<file path="src/hw/rtl/udp_ipv6_frame_builder_core_defines.svh">
// Assertion macros shared by the frame builder RTL.
`ifndef UDP_IPV6_FRAME_BUILDER_CORE_DEFINES_SVH
`define UDP_IPV6_FRAME_BUILDER_CORE_DEFINES_SVH

`ifndef SYNTH

// Same-cycle implication, checked on every rising edge outside reset.
`define UFB_ASSERT_NOW(lbl, ante, cons) \
   lbl: assert property (@(posedge clock) disable iff (reset) (ante) |-> (cons)) \
      else $error("frame builder check failed");

// Next-cycle implication, checked on every rising edge outside reset.
`define UFB_ASSERT_NEXT(lbl, ante, cons) \
   lbl: assert property (@(posedge clock) disable iff (reset) (ante) |=> (cons)) \
      else $error("frame builder check failed");

`else

`define UFB_ASSERT_NOW(lbl, ante, cons)
`define UFB_ASSERT_NEXT(lbl, ante, cons)

`endif

`endif

</file>
<file path="src/hw/rtl/ufb_pkg.sv">
// Types and fixed header constants of the UDP/IPv6 frame builder.
`timescale 1ns / 1ps
`default_nettype none

package ufb_pkg;

   // configuration register index
   typedef logic [2:0] reg_index_type;

   localparam reg_index_type REG_SOURCE_MAC      = 3'd0;
   localparam reg_index_type REG_DEST_MAC        = 3'd1;
   localparam reg_index_type REG_SOURCE_IP_UPPER = 3'd2;
   localparam reg_index_type REG_SOURCE_IP_LOWER = 3'd3;
   localparam reg_index_type REG_SOURCE_PORT     = 3'd4;
   localparam reg_index_type REG_HOP_LIMIT       = 3'd5;
   localparam reg_index_type REG_CHECK_WORD      = 3'd6;

   // register reset values
   localparam logic [47:0] RST_SOURCE_MAC = 48'hA036_9F45_D874;
   localparam logic [47:0] RST_DEST_MAC   = 48'hFFFF_FFFF_FFFF;
   localparam logic [7:0]  RST_HOP_LIMIT  = 8'hFF;
   localparam logic [15:0] RST_CHECK_WORD = 16'hAAFF;

   // header layout
   localparam logic [5:0]  HEADER_BYTES   = 6'd62;
   localparam logic [15:0] MAX_PAYLOAD    = 16'd65527;
   localparam logic [15:0] UDP_HDR_BYTES  = 16'd8;
   localparam logic [15:0] ETHERTYPE_V6   = 16'h86DD;
   localparam logic [31:0] IP_VER_FLOW    = 32'h6000_0000;
   localparam logic [7:0]  NEXT_HDR_UDP   = 8'd17;

   // widths of the stream payloads
   localparam int REQ_DATA_W = 168;
   localparam int RSP_DATA_W = 40;

   // one result item before packing
   typedef struct packed {
      logic [7:0]  frame_byte;
      logic        frame_last;
      logic [16:0] frame_size;
      logic [7:0]  ring_slot;
      logic        sequence_error;
   } rsp_type;

endpackage

`default_nettype wire

</file>
<file path="src/hw/rtl/udp_ipv6_frame_builder_core.sv">
// UDP/IPv6/Ethernet frame builder: header burst then payload bytes.
//
//  channel  dir  data                                            user             last
//  req_     in   dest_ip_upper dest_ip_lower dest_port plen byte starts_packet    -
//  rsp_     out  frame_byte frame_size ring_slot                 sequence_error   frame_last
//  csr_     in   write enable, 3-bit index, 64-bit data          -                -
//
//  A first item (starts_packet set) gives 63 items out: 62 header bytes from the header byte
//  counter, then its payload byte. Every other item gives one item out, so payload flows at
//  one byte per cycle while rsp_tready stays high.
//  Reset is synchronous, active high; it clears the packet state, the ring slot and both
//  valid flags, and loads the register defaults.
//  rsp_tready low holds the output register and pauses the header counter; the input is
//  taken in the same cycle that the held item gives its final output.
`timescale 1ns / 1ps
`default_nettype none

`include "udp_ipv6_frame_builder_core_defines.svh"

module udp_ipv6_frame_builder_core #(
   parameter int RING_FRAMES = 256
) (
   input  wire logic                              clock,
   input  wire logic                              reset,
   // request: tdata = dest_ip_upper, dest_ip_lower, dest_port, payload_length,
   //          payload_byte (lowest bits first); tuser = starts_packet
   input  wire logic                              req_tvalid,
   output      logic                              req_tready,
   input  wire logic [ufb_pkg::REQ_DATA_W-1:0]    req_tdata,
   input  wire logic                              req_tuser,
   // response: tdata = frame_byte, frame size, ring_slot, 7 zero bits
   //           (lowest bits first); tuser = sequence_error; tlast = frame_last
   output      logic                              rsp_tvalid,
   input  wire logic                              rsp_tready,
   output      logic [ufb_pkg::RSP_DATA_W-1:0]    rsp_tdata,
   output      logic                              rsp_tuser,
   output      logic                              rsp_tlast,
   // configuration write port
   input  wire logic                              csr_we,
   input  wire ufb_pkg::reg_index_type            csr_addr,
   input  wire logic [63:0]                       csr_wdata
);
   import ufb_pkg::*;

   localparam int SLOT_W = $clog2(RING_FRAMES);

   // configuration registers
   logic [47:0] source_mac_ff;
   logic [47:0] dest_mac_ff;
   logic [63:0] source_ip_upper_ff;
   logic [63:0] source_ip_lower_ff;
   logic [15:0] source_port_ff;
   logic [7:0]  hop_limit_ff;
   logic [15:0] check_word_ff;

   // held input item
   logic                  hold_valid_ff, hold_valid_in;
   logic [REQ_DATA_W-1:0] hold_data_ff;
   logic                  hold_starts_ff;
   logic [5:0]            idx_ff, idx_in;

   // packet state
   logic              packet_open_ff, packet_open_in;
   logic [15:0]       rem_ff, rem_in;
   logic [16:0]       cur_len_ff, cur_len_in;
   logic [SLOT_W-1:0] slot_ff, slot_in;

   // output register
   logic    rsp_valid_ff, rsp_valid_in;
   rsp_type rsp_ff, rsp_in;

   // datapath
   logic              accept, produce, out_free, item_done;
   logic              in_header, stray;
   logic [15:0]       plen_raw, plen_sat, ulen, rem_base, rem_next;
   logic [16:0]       flen_new, flen_sel;
   logic [495:0]      hdr_vec;
   logic [5:0]        hdr_sel;
   logic [7:0]        hdr_byte;
   logic [SLOT_W+7:0] slot_ext;

   // configuration writes
   always_ff @(posedge clock) begin
      if (reset) begin
         source_mac_ff      <= RST_SOURCE_MAC;
         dest_mac_ff        <= RST_DEST_MAC;
         source_ip_upper_ff <= '0;
         source_ip_lower_ff <= '0;
         source_port_ff     <= '0;
         hop_limit_ff       <= RST_HOP_LIMIT;
         check_word_ff      <= RST_CHECK_WORD;
      end else if (csr_we) begin
         unique case (csr_addr)
            REG_SOURCE_MAC:      source_mac_ff      <= csr_wdata[47:0];
            REG_DEST_MAC:        dest_mac_ff        <= csr_wdata[47:0];
            REG_SOURCE_IP_UPPER: source_ip_upper_ff <= csr_wdata;
            REG_SOURCE_IP_LOWER: source_ip_lower_ff <= csr_wdata;
            REG_SOURCE_PORT:     source_port_ff     <= csr_wdata[15:0];
            REG_HOP_LIMIT:       hop_limit_ff       <= csr_wdata[7:0];
            REG_CHECK_WORD:      check_word_ff      <= csr_wdata[15:0];
            default: ;
         endcase
      end
   end

   // length handling and header image
   always_comb begin
      plen_raw = hold_data_ff[159:144];
      if (plen_raw == 16'd0) begin
         plen_sat = 16'd1;
      end else if (plen_raw > MAX_PAYLOAD) begin
         plen_sat = MAX_PAYLOAD;
      end else begin
         plen_sat = plen_raw;
      end
      ulen     = UDP_HDR_BYTES + plen_sat;
      flen_new = {11'd0, HEADER_BYTES} + {1'b0, plen_sat};
      hdr_vec  = {dest_mac_ff, source_mac_ff, ETHERTYPE_V6, IP_VER_FLOW, ulen,
                  NEXT_HDR_UDP, hop_limit_ff, source_ip_upper_ff, source_ip_lower_ff,
                  hold_data_ff[63:0], hold_data_ff[127:64], source_port_ff,
                  hold_data_ff[143:128], ulen, check_word_ff};
      hdr_sel  = HEADER_BYTES - 6'd1 - idx_ff;
      hdr_byte = hdr_vec[{hdr_sel, 3'b000} +: 8];
   end

   // handshake and next result
   always_comb begin
      out_free  = !rsp_valid_ff || rsp_tready;
      produce   = hold_valid_ff && out_free;
      in_header = hold_starts_ff && (idx_ff != HEADER_BYTES);
      stray     = !hold_starts_ff && !packet_open_ff;
      item_done = produce && !in_header;
      req_tready = !hold_valid_ff || item_done;
      accept    = req_tvalid && req_tready;

      rem_base = hold_starts_ff ? plen_sat : rem_ff;
      rem_next = rem_base - 16'd1;
      flen_sel = hold_starts_ff ? flen_new : cur_len_ff;
      slot_ext = (SLOT_W + 8)'(slot_ff);

      rsp_in.ring_slot = slot_ext[7:0];
      if (in_header) begin
         rsp_in.frame_byte     = hdr_byte;
         rsp_in.frame_last     = 1'b0;
         rsp_in.frame_size     = '0;
         rsp_in.sequence_error = (idx_ff == 6'd0) && packet_open_ff;
      end else if (stray) begin
         rsp_in.frame_byte     = '0;
         rsp_in.frame_last     = 1'b0;
         rsp_in.frame_size     = '0;
         rsp_in.sequence_error = 1'b1;
      end else begin
         rsp_in.frame_byte     = hold_data_ff[167:160];
         rsp_in.frame_last     = (rem_next == 16'd0);
         rsp_in.frame_size     = (rem_next == 16'd0) ? flen_sel : 17'd0;
         rsp_in.sequence_error = 1'b0;
      end
   end

   // next control state
   always_comb begin
      hold_valid_in  = hold_valid_ff;
      idx_in         = idx_ff;
      packet_open_in = packet_open_ff;
      rem_in         = rem_ff;
      cur_len_in     = cur_len_ff;
      slot_in        = slot_ff;
      rsp_valid_in   = rsp_valid_ff;

      if (produce && in_header) begin
         idx_in = idx_ff + 6'd1;
      end
      if (item_done) begin
         hold_valid_in = 1'b0;
      end
      if (accept) begin
         hold_valid_in = 1'b1;
         idx_in        = '0;
      end

      // packet bookkeeping on the payload byte of a valid item
      if (item_done && !stray) begin
         rem_in         = rem_next;
         packet_open_in = (rem_next != 16'd0);
         if (hold_starts_ff) begin
            cur_len_in = flen_new;
         end
         if (rem_next == 16'd0) begin
            slot_in = (slot_ff == SLOT_W'(RING_FRAMES - 1)) ? '0 : slot_ff + 1'b1;
         end
      end

      if (produce) begin
         rsp_valid_in = 1'b1;
      end else if (rsp_tready) begin
         rsp_valid_in = 1'b0;
      end
   end

   // control registers
   always_ff @(posedge clock) begin
      if (reset) begin
         hold_valid_ff  <= 1'b0;
         idx_ff         <= '0;
         packet_open_ff <= 1'b0;
         rem_ff         <= '0;
         cur_len_ff     <= '0;
         slot_ff        <= '0;
         rsp_valid_ff   <= 1'b0;
      end else begin
         hold_valid_ff  <= hold_valid_in;
         idx_ff         <= idx_in;
         packet_open_ff <= packet_open_in;
         rem_ff         <= rem_in;
         cur_len_ff     <= cur_len_in;
         slot_ff        <= slot_in;
         rsp_valid_ff   <= rsp_valid_in;
      end
   end

   // payload registers
   always_ff @(posedge clock) begin
      if (accept) begin
         hold_data_ff   <= req_tdata;
         hold_starts_ff <= req_tuser;
      end
      if (produce) begin
         rsp_ff <= rsp_in;
      end
   end

   // output packing
   assign rsp_tvalid = rsp_valid_ff;
   assign rsp_tdata  = {7'd0, rsp_ff.ring_slot, rsp_ff.frame_size, rsp_ff.frame_byte};
   assign rsp_tuser  = rsp_ff.sequence_error;
   assign rsp_tlast  = rsp_ff.frame_last;

   // checks
   `UFB_ASSERT_NOW(a_open_has_bytes, 1'b1, packet_open_ff == (rem_ff != 16'd0))
   `UFB_ASSERT_NOW(a_data_no_header, hold_valid_ff && !hold_starts_ff, idx_ff == 6'd0)
   `UFB_ASSERT_NOW(a_last_length, rsp_valid_ff && rsp_ff.frame_last,
                   rsp_ff.frame_size >= 17'd63)
   `UFB_ASSERT_NOW(a_error_not_last, rsp_valid_ff && rsp_ff.sequence_error,
                   !rsp_ff.frame_last && (rsp_ff.frame_size == 17'd0))
   `UFB_ASSERT_NEXT(a_header_steps, produce && in_header && !accept,
                    idx_ff == $past(idx_ff) + 6'd1)

endmodule

`default_nettype wire

</file>
<file path="config.mk">
export PLATFORM = sky130hd
export DESIGN_NAME = udp_ipv6_frame_builder_core
export DESIGN_NICKNAME = d
export VERILOG_FILES = /design/src/hw/rtl/ufb_pkg.sv /design/src/hw/rtl/udp_ipv6_frame_builder_core.sv
export VERILOG_INCLUDE_DIRS = /design/src /design/src/hw/rtl
export SDC_FILE = /design/constraint.sdc
export NUM_CORES = 1
export LEC_CHECK = 0
export BUFFER_PORTS_ARGS = -buffer_cell sky130_fd_sc_hd__buf_4
export CORE_ASPECT_RATIO = 0.8
export CORE_MARGIN = 2
export CORE_UTILIZATION = 40
export CTS_BUF_LIST = sky130_fd_sc_hd__clkbuf_4
export DETAILED_ROUTE_END_ITERATION = 7
export SLEW_MARGIN = 20
export SYNTH_ARGS = -nofsm -noshare
export SYNTH_HDL_FRONTEND = slang
export SYNTH_SLANG_ARGS = --single-unit
</file>
<file path="constraint.sdc">
create_clock -name clock -period 7.45 [get_ports clock]
set_input_delay 1.49 -clock clock [delete_from_list [all_inputs] [get_ports clock]]
set_output_delay 1.49 -clock clock [all_outputs]
set_load 0.01 [all_outputs]
</file>
; Yosys cells after proc, flatten, opt, wreduce, memory -nomap -nowiden
; Index checks and enable logic that the tools add are counted.
[word_totals]
ff_bits = 518
inputBits = 241
out_inout_bits = 44
elab_cells = 86
[classes]
add_sub_neg = 6
magnitude_cmp = 1
eq_ne = 8
shift = 1
mux = 14
n_bitwise = 1
n_reduce_logical = 34
[ops]
columns = op, count
row1 = $shiftx A496 B10 Y8, 1
row2 = $mux W26, 2
row3 = $mux W16, 3
row4 = $mux W17, 2
row5 = $logic_not A16 Y1, 2
row6 = $add A6 B16 Y17 const A, 1
row7 = $add A4 B16 Y16 const A, 1
row8 = $gt A16 B16 Y1 const B, 1
row9 = $reduce_and A2 Y1, 8
row10 = $reduce_bool A16 Y1, 1
row11 = $sub A16 B1 Y16 const B, 1
row12 = $eq A3 B3 Y1 const B, 3
row13 = $add A8 B1 Y8 const B, 1
row14 = $eq A8 B8 Y1 const B, 1
row15 = $logic_and A1 B1 Y1, 8
row16 = $mux W8, 1
row17 = $add A6 B1 Y6 const B, 1
row18 = $eq A3 B2 Y1 const B, 2
row19 = $logic_not A1 Y1, 6
row20 = $logic_not A6 Y1, 1
row21 = $mux W1, 6
row22 = $ne A6 B6 Y1 const B, 1
row23 = $sub A6 B6 Y6 const A, 1
row24 = $reduce_bool A2 Y1, 2
row25 = other kinds (6), 8

; Logic depth before layout (Yosys ltp)
; Gate-level depths: netlist of the first run.
[depth]
word_depth = 9
depth_mapped = 18
ltp_nobuf = 13

; Least setup slack after synthesis of the first run
; OpenSTA, ideal clock, no wires.
[synth_path]
path_type = input to register
start = input rsp_tready
end = register idx_ff[0]
arrival_ns = 6.605
required_time_ns = 7.329
setup_slack_ns = 0.724
stages = 6
cell_sequence = nor2b_1 -> o21ai_0 -> and2_1 -> or2_2 -> clkbuf_1 -> nor2_1
[synth_between]
elab_chain_cells = 6
word_cells_on_any_way = 7
classes_between = reduce/logical (7)
[synth_lines]
columns = item, line
row1 = from (decl), udp_ipv6_frame_builder_core.sv:34  ; input wire logic rsp_tready,
row2 = $logic_or A1 B1 Y1, udp_ipv6_frame_builder_core.sv:128  ; out_free = !rsp_valid_ff || rsp_tready;
row3 = $logic_and A1 B1 Y1, udp_ipv6_frame_builder_core.sv:129  ; produce = hold_valid_ff && out_free;
row4 = $logic_and A1 B1 Y1, udp_ipv6_frame_builder_core.sv:132  ; item_done = produce && !in_header;
row5 = $logic_or A1 B1 Y1, udp_ipv6_frame_builder_core.sv:133  ; req_tready = !hold_valid_ff || item_done;
row6 = net req_tready, udp_ipv6_frame_builder_core.sv:28  ; output logic req_tready,
row7 = $logic_and A1 B1 Y1, udp_ipv6_frame_builder_core.sv:134  ; accept = req_tvalid && req_tready;
row8 = net accept, udp_ipv6_frame_builder_core.sv:73  ; logic accept, produce, out_free, item_done;
row9 = $reduce_or A2 Y1 (no source line), --
row10 = to (signal assigned), udp_ipv6_frame_builder_core.sv:212  ; idx_ff <= idx_in;
row11 = to (decl), udp_ipv6_frame_builder_core.sv:60  ; logic [5:0] idx_ff, idx_in;
; The timed path passes the listed nets, and every way through them passes these cells.
; A chain may end at the register's enable or synchronous reset.

; Final worst setup path of the first run
[layout_path]
start = register hold_data_ff[149]
end = register rsp_ff, in the netlist rsp_tdata[11], data pin
[layout_between]
elab_chain_cells = 8
word_cells_on_any_way = 11
classes_between = add/sub (2) / order compare (1) / mux (4) / bitwise (1) / reduce/logical (3)
[layout_lines]
columns = item, line
row1 = from (decl), udp_ipv6_frame_builder_core.sv:58  ; logic [REQ_DATA_W-1:0] hold_data_ff;
row2 = from (signal assigned), udp_ipv6_frame_builder_core.sv:224  ; hold_data_ff <= req_tdata;
row3 = $gt A16 B16 Y1, udp_ipv6_frame_builder_core.sv:111  ; end else if (plen_raw > MAX_PAYLOAD) begin
row4 = $mux W16, udp_ipv6_frame_builder_core.sv:111
row5 = $mux W16 (*), udp_ipv6_frame_builder_core.sv:109  ; if (plen_raw == 16'd0) begin
row6 = $mux W16 (*), udp_ipv6_frame_builder_core.sv:136  ; rem_base = hold_starts_ff ? plen_sat : rem_ff;
row7 = $sub A16 B1 Y16 (*), udp_ipv6_frame_builder_core.sv:137  ; rem_next = rem_base - 16'd1;
row8 = net rem_next[0], udp_ipv6_frame_builder_core.sv:75  ; logic [15:0] plen_raw, plen_sat, ulen, rem_base, rem_next;
row9 = $logic_not A16 Y1 (*), udp_ipv6_frame_builder_core.sv:155  ; rsp_in.frame_size = (rem_next == 16'd0) ? flen_sel : 17'd0;
row10 = $not A1 Y1 (no source line) (*), --
row11 = $reduce_or A3 Y1 (no source line) (*), --
row12 = to (signal assigned), udp_ipv6_frame_builder_core.sv:228  ; rsp_ff <= rsp_in;
row13 = to (decl), udp_ipv6_frame_builder_core.sv:70  ; rsp_type rsp_ff, rsp_in;
; The timed path passes the listed nets; every way through them passes the cells marked *.

==> impl_results.md, run 1 <==
- Setup TNS: 0 ns
- Mapped Cells: 2,254
- IO buf count: 277
- Clock Latency Late Sink: a little over 1 ns
- DRT Wirelength: 74.2 mm
- GPL Wtd Cong: 0.918
- Worst setup margin: 2.20 ns
- Main combinational cell family by area after synthesis: simple AND/OR/NAND/NOR gates
- Clock Path Buffers: 3
- Worst-path clk slew: about 0.07 ns
- Avg Vias per Cell: 5.53
- Final ANT Viol Nets: 0
- Crit path capture type: register
- Share of cells above drive strength 1: 25.6%
- TritonCTS Buffers: 136
- Post-synthesis sequential area ratio: a little over half
- Root buffer cell: clkbuf_4
- Hold depth: 2
- 1st-iter DRT viols: 1,773
- CP Class: reg2reg
- Final period util: 70.5%
- Die Y: 219 µm
- Cell accounting for the most synthesized area: dfxtp_1
- CTS H-tree lvls: 4
- Total gr overflow: 0
- Top cell type's share of synthesized area: 27.3%
- Post-CTS sizing: 0
- # hold bufs at CTS: 0
- Maximum fanout along the worst path: 18
- Worst min path class: reg2reg
- EDFF count, synth: 204
- Maximum capacitance violations: 0
- Place WS: roughly 2.3 ns
- Adder-cell share of the synthesized area: 0.597%
- Initial antenna violation count: 5
- Status: complete, no violations
- CTS sink count: slightly above 500
- Slew headroom: 29.9%
- # IOs: 285
- Async SR Flop Fraction: 0%
- Postcts setup bufs: 0
- Drt first pass iters: 7
- Final-stage net count: 2,786
- Startpoint types: register
- DRC: 0
- Most frequent cells in the layout: nand2_1, dfxtp_1, buf_4
- Row count: 78
- Main synth FF type: dfxtp_1
- Mapped Area: 0.0231 mm²
- Final min period: ~5.3 ns
- Post-Synth XOR/XNOR Area: 1.14%
- WL per Instance: roughly 22 µm
- Die ar.: 0.0596 mm²
- Hold_ws: 0.453 ns
- Post-synthesis mux area share: 11.8%
- Via count: 18,800
- Pins over their slew limit: 0
- Worst R2R Path Depth: 13
- First-pass GRT wire length: 111 mm
- Power per Cell Area: 230 mW/mm²
- Synth Area in Compound Gates: 10.6%
- Synth warn: 0
- VDD IR max: 0.129 mV
- Largest net degree at the start of global routing: around 170
- P&R area growth vs syn: 19.8%
- Synth area leaders: dfxtp_1, edfxtp_1, nand2_1
- R2r setup slk: 2.20 ns
- Commonest non-fill, non-tap cell in the layout: nand2_1
- #FFs+latches synth: 518
- Tot GR Track Use: roughly 25%
- Worst Skew: 0.0565 ns
- Worst-margin pin slew: 1.05 ns
- Core area: 0.0568 mm²
- Final instance area: between 0.02 and 0.03 mm²
- RSZ-0062 raised after global routing: no
- Leakage: approximately 0.010 µW
- Setup violations, final: 0
- Power, Total: 6370 µW
- TritonCTS clock tree: done
- Number of global-route vias before repair: 18,300
- Worst EP arrival: 6.04 ns
- Required time worst endpoint: a little over 8 ns
- Post-synth cell types: 79
- Die W: between 200 and 300 µm
- Fin. Hold Viols: 0
- Synth Area in Simple Gates: 18.7%
- Syn Area/Cell: between 10 and 15 µm²
- Final HPWL DP: ~50 mm
- Max Freq: 0.190 GHz
- DP Area: 0.0257 mm²
- Starting density of the core: 40.6%
critical path: stages (launching register included):
cell      delay, ns
edfxtp_1       0.63
nor3_2         0.29
nand4_1        0.20
o211a_1        0.32
a21oi_1        0.31
inv_1          0.08
ha_1           0.26
and4bb_1       0.23
o21ai_1        0.71
nor4b_1        0.35
inv_1          0.08
o211a_1        0.29
or4b_1         0.91
a211oi_1       0.36
layout make-up:
type | count | area [µm²]
Fill cell | 5305 | 29200
Multi-Input combinational cell | 1549 | 9950
Timing Repair Buffer | 308 | 2330
Tap cell | 760 | 951
Sequential cell | 518 | 12400
Inverter | 21 | 78.8
Clock inverter | 38 | 340
Antenna cell | 8 | 20.0
Clock buffer | 203 | 1520
sequential cells by signal, indices dropped and copies added (netlist names):
name and flops:
rsp_tdata 33, rsp_tvalid 1, dest_mac_ff 48, check_word_ff 16, hold_valid_ff 1, source_ip_lower_ff 64
hold_starts_ff 1, hop_limit_ff 8, rsp_tuser 1, cur_len_ff 17, slot_ff 8, rem_ff 16
idx_ff 6, hold_data_ff 168, source_ip_upper_ff 64, source_port_ff 16, rsp_tlast 1, packet_open_ff 1
source_mac_ff 48
worst paths after layout:
check	from	to
max	hold_data_ff[149]	rsp_tdata[11]
min	source_ip_lower_ff[37]	source_ip_lower_ff[37]
max reg2reg	hold_data_ff[149]	rsp_tdata[11]
min reg2reg	source_ip_lower_ff[37]	source_ip_lower_ff[37]
cell families (layout without fill, tap and decap cells):
kind of cell	count (synthesis)	in the layout
AO/OA/AOI/OAI	404	404
flip-flops	518	518
buffers and inverters	193	570
other	1	15
AND/OR/NAND/NOR	953	953
XOR/XNOR	30	30
adder cells (fa/ha/maj)	11	11
multiplexers	144	144
power breakdown:
group / internal, µW / switching [µW]
sequential: 3070 / 63.1
combinational: 225 / 315
clock: 1460 / 1230
total: 4750 / 1610
Yosys cell counts, drive strengths merged (12+ instances only):
master / count
nor3: 35
nand2: 606
nor4: 15
o211ai: 15
o21ai: 49
xnor2: 19
o31ai: 12
clkbuf: 121
a21oi: 228
nand3: 26
nor2: 106
a211oi: 29
mux4: 100
dfxtp: 314
mux2i: 33
nand3b: 94
inv: 21
buf: 51
edfxtp: 204
layer usage:
metal	track usage, %	wire, µm
met1	34.3	32400
met2	38.0	33900
met3	5.52	6010
met4	8.57	1870
met5	0	0
through the flow:
step / util, % / std cells
2_1_floorplan: - / 2260
4_1_cts: 48.6 / 3397
3_5_place_dp: 45.3 / 3156
5_1_grt: 48.6 / 3401
6_report: 48.6 / 3405
3_3_place_gp: 45.3 / 3156
Note: power is estimated with default switching activity, not from simulation.
==> run 2, diff against run 1 <==
--- a/config.mk
+++ b/config.mk
@@ -6,6 +6,7 @@
 export SDC_FILE = /design/constraint.sdc
 export NUM_CORES = 1
 export LEC_CHECK = 0
+export ABC_AREA = 1
 export BUFFER_PORTS_ARGS = -buffer_cell sky130_fd_sc_hd__buf_4
 export CORE_ASPECT_RATIO = 0.8
 export CORE_MARGIN = 2
==> constraint.sdc (replaced) <==
create_clock -name clock -period 4.96 [get_ports clock]
set_input_delay 0.992 -clock clock [delete_from_list [all_inputs] [get_ports clock]]
set_output_delay 0.992 -clock clock [all_outputs]
set_load 0.01 [all_outputs]
==> run 2 against run 1 <==
  * Critical path depth fell by 3
  * Die area fell by 0.68%
  * Power rose by 51%
  * Sequential share of layout area rose by 0.41 points
  * Sequential power rose by 51%
  * Worst setup slack got worse by 1.9 ns
  * Largest cell class unchanged
  * First-iteration DRC count rose by 33%
  * Clock power rose by 47%
==> impl_results.md, run 2 <==
- Post-synthesis sequential area ratio: 54.2% (was 53.8%)
- Root buffer cell: clkbuf_4 (unchanged)
- Hold depth: 1 (was 2)
- Post-synth cell types: 59 (was 79)
- Initial antenna violation count: 3 (was 5)
- Async SR Flop Fraction: 0% (unchanged)
- Number of global-route vias before repair: 19,900 (was 18,300)
- TritonCTS Buffers: 137 (was 136)
- Final min period: 4.62 ns
- Clock Latency Late Sink: 0.96 ns (was 1.02 ns)
- WL per Instance: 21.1 µm (was 21.8 µm)
- Maximum fanout along the worst path: 36 (was 18)
- Drt first pass iters: 6 (was 7)
- CTS H-tree lvls: 4 (unchanged)
- Top Registers: hold_data_ff (168), source_ip_lower_ff (64), source_ip_upper_ff (64) (unchanged)
- Power, Total: 9620 µW (was 6370 µW)
- First-pass GRT wire length: 121 mm (was 111 mm)
- Most frequent cells in the layout: nand2_1, o21ai_0, nor2_1 (was nand2_1, dfxtp_1, buf_4)
- Cell accounting for the most synthesized area: dfxtp_1 (unchanged)
- Starting density of the core: 40.5% (was 40.6%)
- Worst min path class: in2reg (was reg2reg)
- Die W: 272 µm (about the same)
- Setup violations, final: 0 (unchanged)
- #FFs+latches synth: 518 (unchanged)
- Share of cells above drive strength 1: 19.4% (was 25.6%)
- 1st-iter DRT viols: 2,362 (was 1,773)
- DRT Wirelength: 81.4 mm (was 74.2 mm)
- P&R area growth vs syn: 19.5% (was 19.8%)
- # IOs: 285 (unchanged)
- CP Class: reg2out (was reg2reg)
- Commonest cells in the synthesized netlist: nand2_1, o21ai_0, nor2_1 (was nand2_1, dfxtp_1, a21oi_1)
- Top cell type's share of synthesized area: 27.4% (was 27.3%)
- Core area: 0.0566 mm² (was 0.0568 mm²)
- EDFF count, synth: 204 (unchanged)
- Worst-path clk slew: 0.08 ns (was 0.07 ns)
- Largest net degree at the start of global routing: 126 (was 171)
- # hold bufs at CTS: 0 (unchanged)
- Required time worst endpoint: 3.97 ns (was 8.24 ns)
- Max Freq: ~0.22 GHz
- Most flops, register: hold_data_ff (unchanged)
- Fin. Hold Viols: 0 (unchanged)
- Die Y: 218 µm (was 219 µm)
- Die ar.: 0.0592 mm² (was 0.0596 mm²)
- Worst-margin pin slew: 1.03 ns (was 1.05 ns)
- Clock Path Buffers: 3 (unchanged)
- Final-stage net count: 3,243 (was 2,786)
- Startpoint types: register (unchanged)
- Synth warn: 0 (unchanged)
- Worst R2R Path Depth: 13 (unchanged)
- GPL Wtd Cong: 0.896 (was 0.918)
- Avg Vias per Cell: 5.42 (was 5.53)
- Pins over their slew limit: 0 (unchanged)
- Power per Cell Area: 351 mW/mm² (was 230 mW/mm²)
- Via count: 20,900 (was 18,800)
- IO buf count: 277 (unchanged)
- Status: complete, no violations (unchanged)
- Worst EP arrival: 3.62 ns (was 6.04 ns)
- Mapped Cells: 2,724 (was 2,254)
- Syn Area/Cell: 8.41 µm² (was 10.2 µm²)
- TritonCTS clock tree: done (unchanged)
- Final HPWL DP: 54.6 mm (was 50.1 mm)
- Setup TNS: 0 ns (unchanged)
- Main synth FF type: dfxtp_1 (unchanged)
- Slew headroom: 31.0% (was 29.9%)
- Number of flip-flops in the largest register: 168 (unchanged)
- CTS sink count: 518 (unchanged)
- RSZ-0062 raised after global routing: no (unchanged)
- Synth area leaders: dfxtp_1, edfxtp_1, o21ai_0 (was dfxtp_1, edfxtp_1, nand2_1)
- Count leader, synth: nand2_1 (unchanged)
- Total gr overflow: 0 (unchanged)
- Final ANT Viol Nets: 0 (unchanged)
- Final period util: 93.1%
- VDD IR max: 0.192 mV (was 0.129 mV)
- Mapped Area: 0.0229 mm² (was 0.0231 mm²)
- Row count: 78 (unchanged)
- Worst Skew: 0.0683 ns (was 0.0565 ns)
- Commonest non-fill, non-tap cell in the layout: nand2_1 (unchanged)
- Tot GR Track Use: 27.1% (was 24.7%)
- Maximum capacitance violations: 0 (unchanged)
- Crit path capture type: output pin (was register)
- Leakage: 0.0115 µW (was 0.0102 µW)
- DRC: 0 (unchanged)
## run 2: cells by family (layout without fill, tap and decap cells)
kind of cell / Yosys count / count (layout) / synth area share (%)
flip-flops: 518 / 518 / 54.2
buffers and inverters: 396 / 759 / 6.91
adder cells (fa/ha/maj): 11 / 11 / 0.601
multiplexers: 2 / 2 / 0.0874
other: 1 / 10 / 0.0164
AND/OR/NAND/NOR: 1073 / 1073 / 20.1
AO/OA/AOI/OAI: 704 / 704 / 17.4
XOR/XNOR: 19 / 19 / 0.759
## run 2: worst max-delay path, stage by stage, from the launching register on
cell and delay (ns):
dfxtp_4 0.73, clkinv_2 0.15, buf_4 0.27, ha_1 0.27
nand3_1 0.09, nor2_1 0.04, nor2_1 0.35, inv_1 0.09
a21oi_1 0.32, inv_1 0.15, buf_4 0.17
## run 2: final timing paths
path                          start                endpoint  slack [ns]
max                       idx_ff[0]              req_tready        0.34
min                   req_tdata[14]        hold_data_ff[14]        0.22
max reg2reg               idx_ff[1]            rsp_tdata[2]        0.94
min reg2reg  source_ip_lower_ff[59]  source_ip_lower_ff[59]        0.44
## run 2: repair_timing
action,4_1_cts,5_1_grt
buffers inserted,0,1
gates resized for setup,0,0
endpoints found under the setup margin,0,1
## run 2: report_power, final
group	switching (µW)	leakage [µW]	total, µW	internal (µW)
sequential	96.8	0.00452	4730	4630
clock	1850	0.00108	3960	2120
combinational	603	0.00588	922	318
## run 2: layer usage
metal  up-vias  global-route usage (%)  wire (µm)
met5         -                       0          0
met1      9814                    38.2      36100
met4         0                    10.5       1880
li1       9838                       -          -
met2      1118                    39.5      35100
met3       120                    7.20       8310
## run 2: final cells by class
type                       instances  area (µm²)
multi-input combinational       1816        8970
sequential                       518       12400
clock inverter                    41         308
antenna                            3        7.51
timing repair buffer             310        2410
fill                            5545       29200
tap                              760         951
clock buffer                     200        1500
inverter                         208         795
## run 2: stage by stage
| stage | area, µm² | hold WS (ns) | instances | setup slack [ns] | utilization (%) |
|---|---|---|---|---|---|
| after detailed placement | 25500 | 0.433 | 3611 | 1.08 | 45.1 |
| after global placement | 25500 | 0.430 | 3611 | 1.10 | 45.1 |
| after CTS | 27300 | 0.0921 | 3852 | 0.0466 | 48.3 |
| after global routing | 27400 | 0.132 | 3855 | 0.105 | 48.3 |
| after floorplan | 22900 | 0.420 | 2730 | 0.162 | - |
| final | 27400 | 0.218 | 3856 | 0.344 | 48.3 |
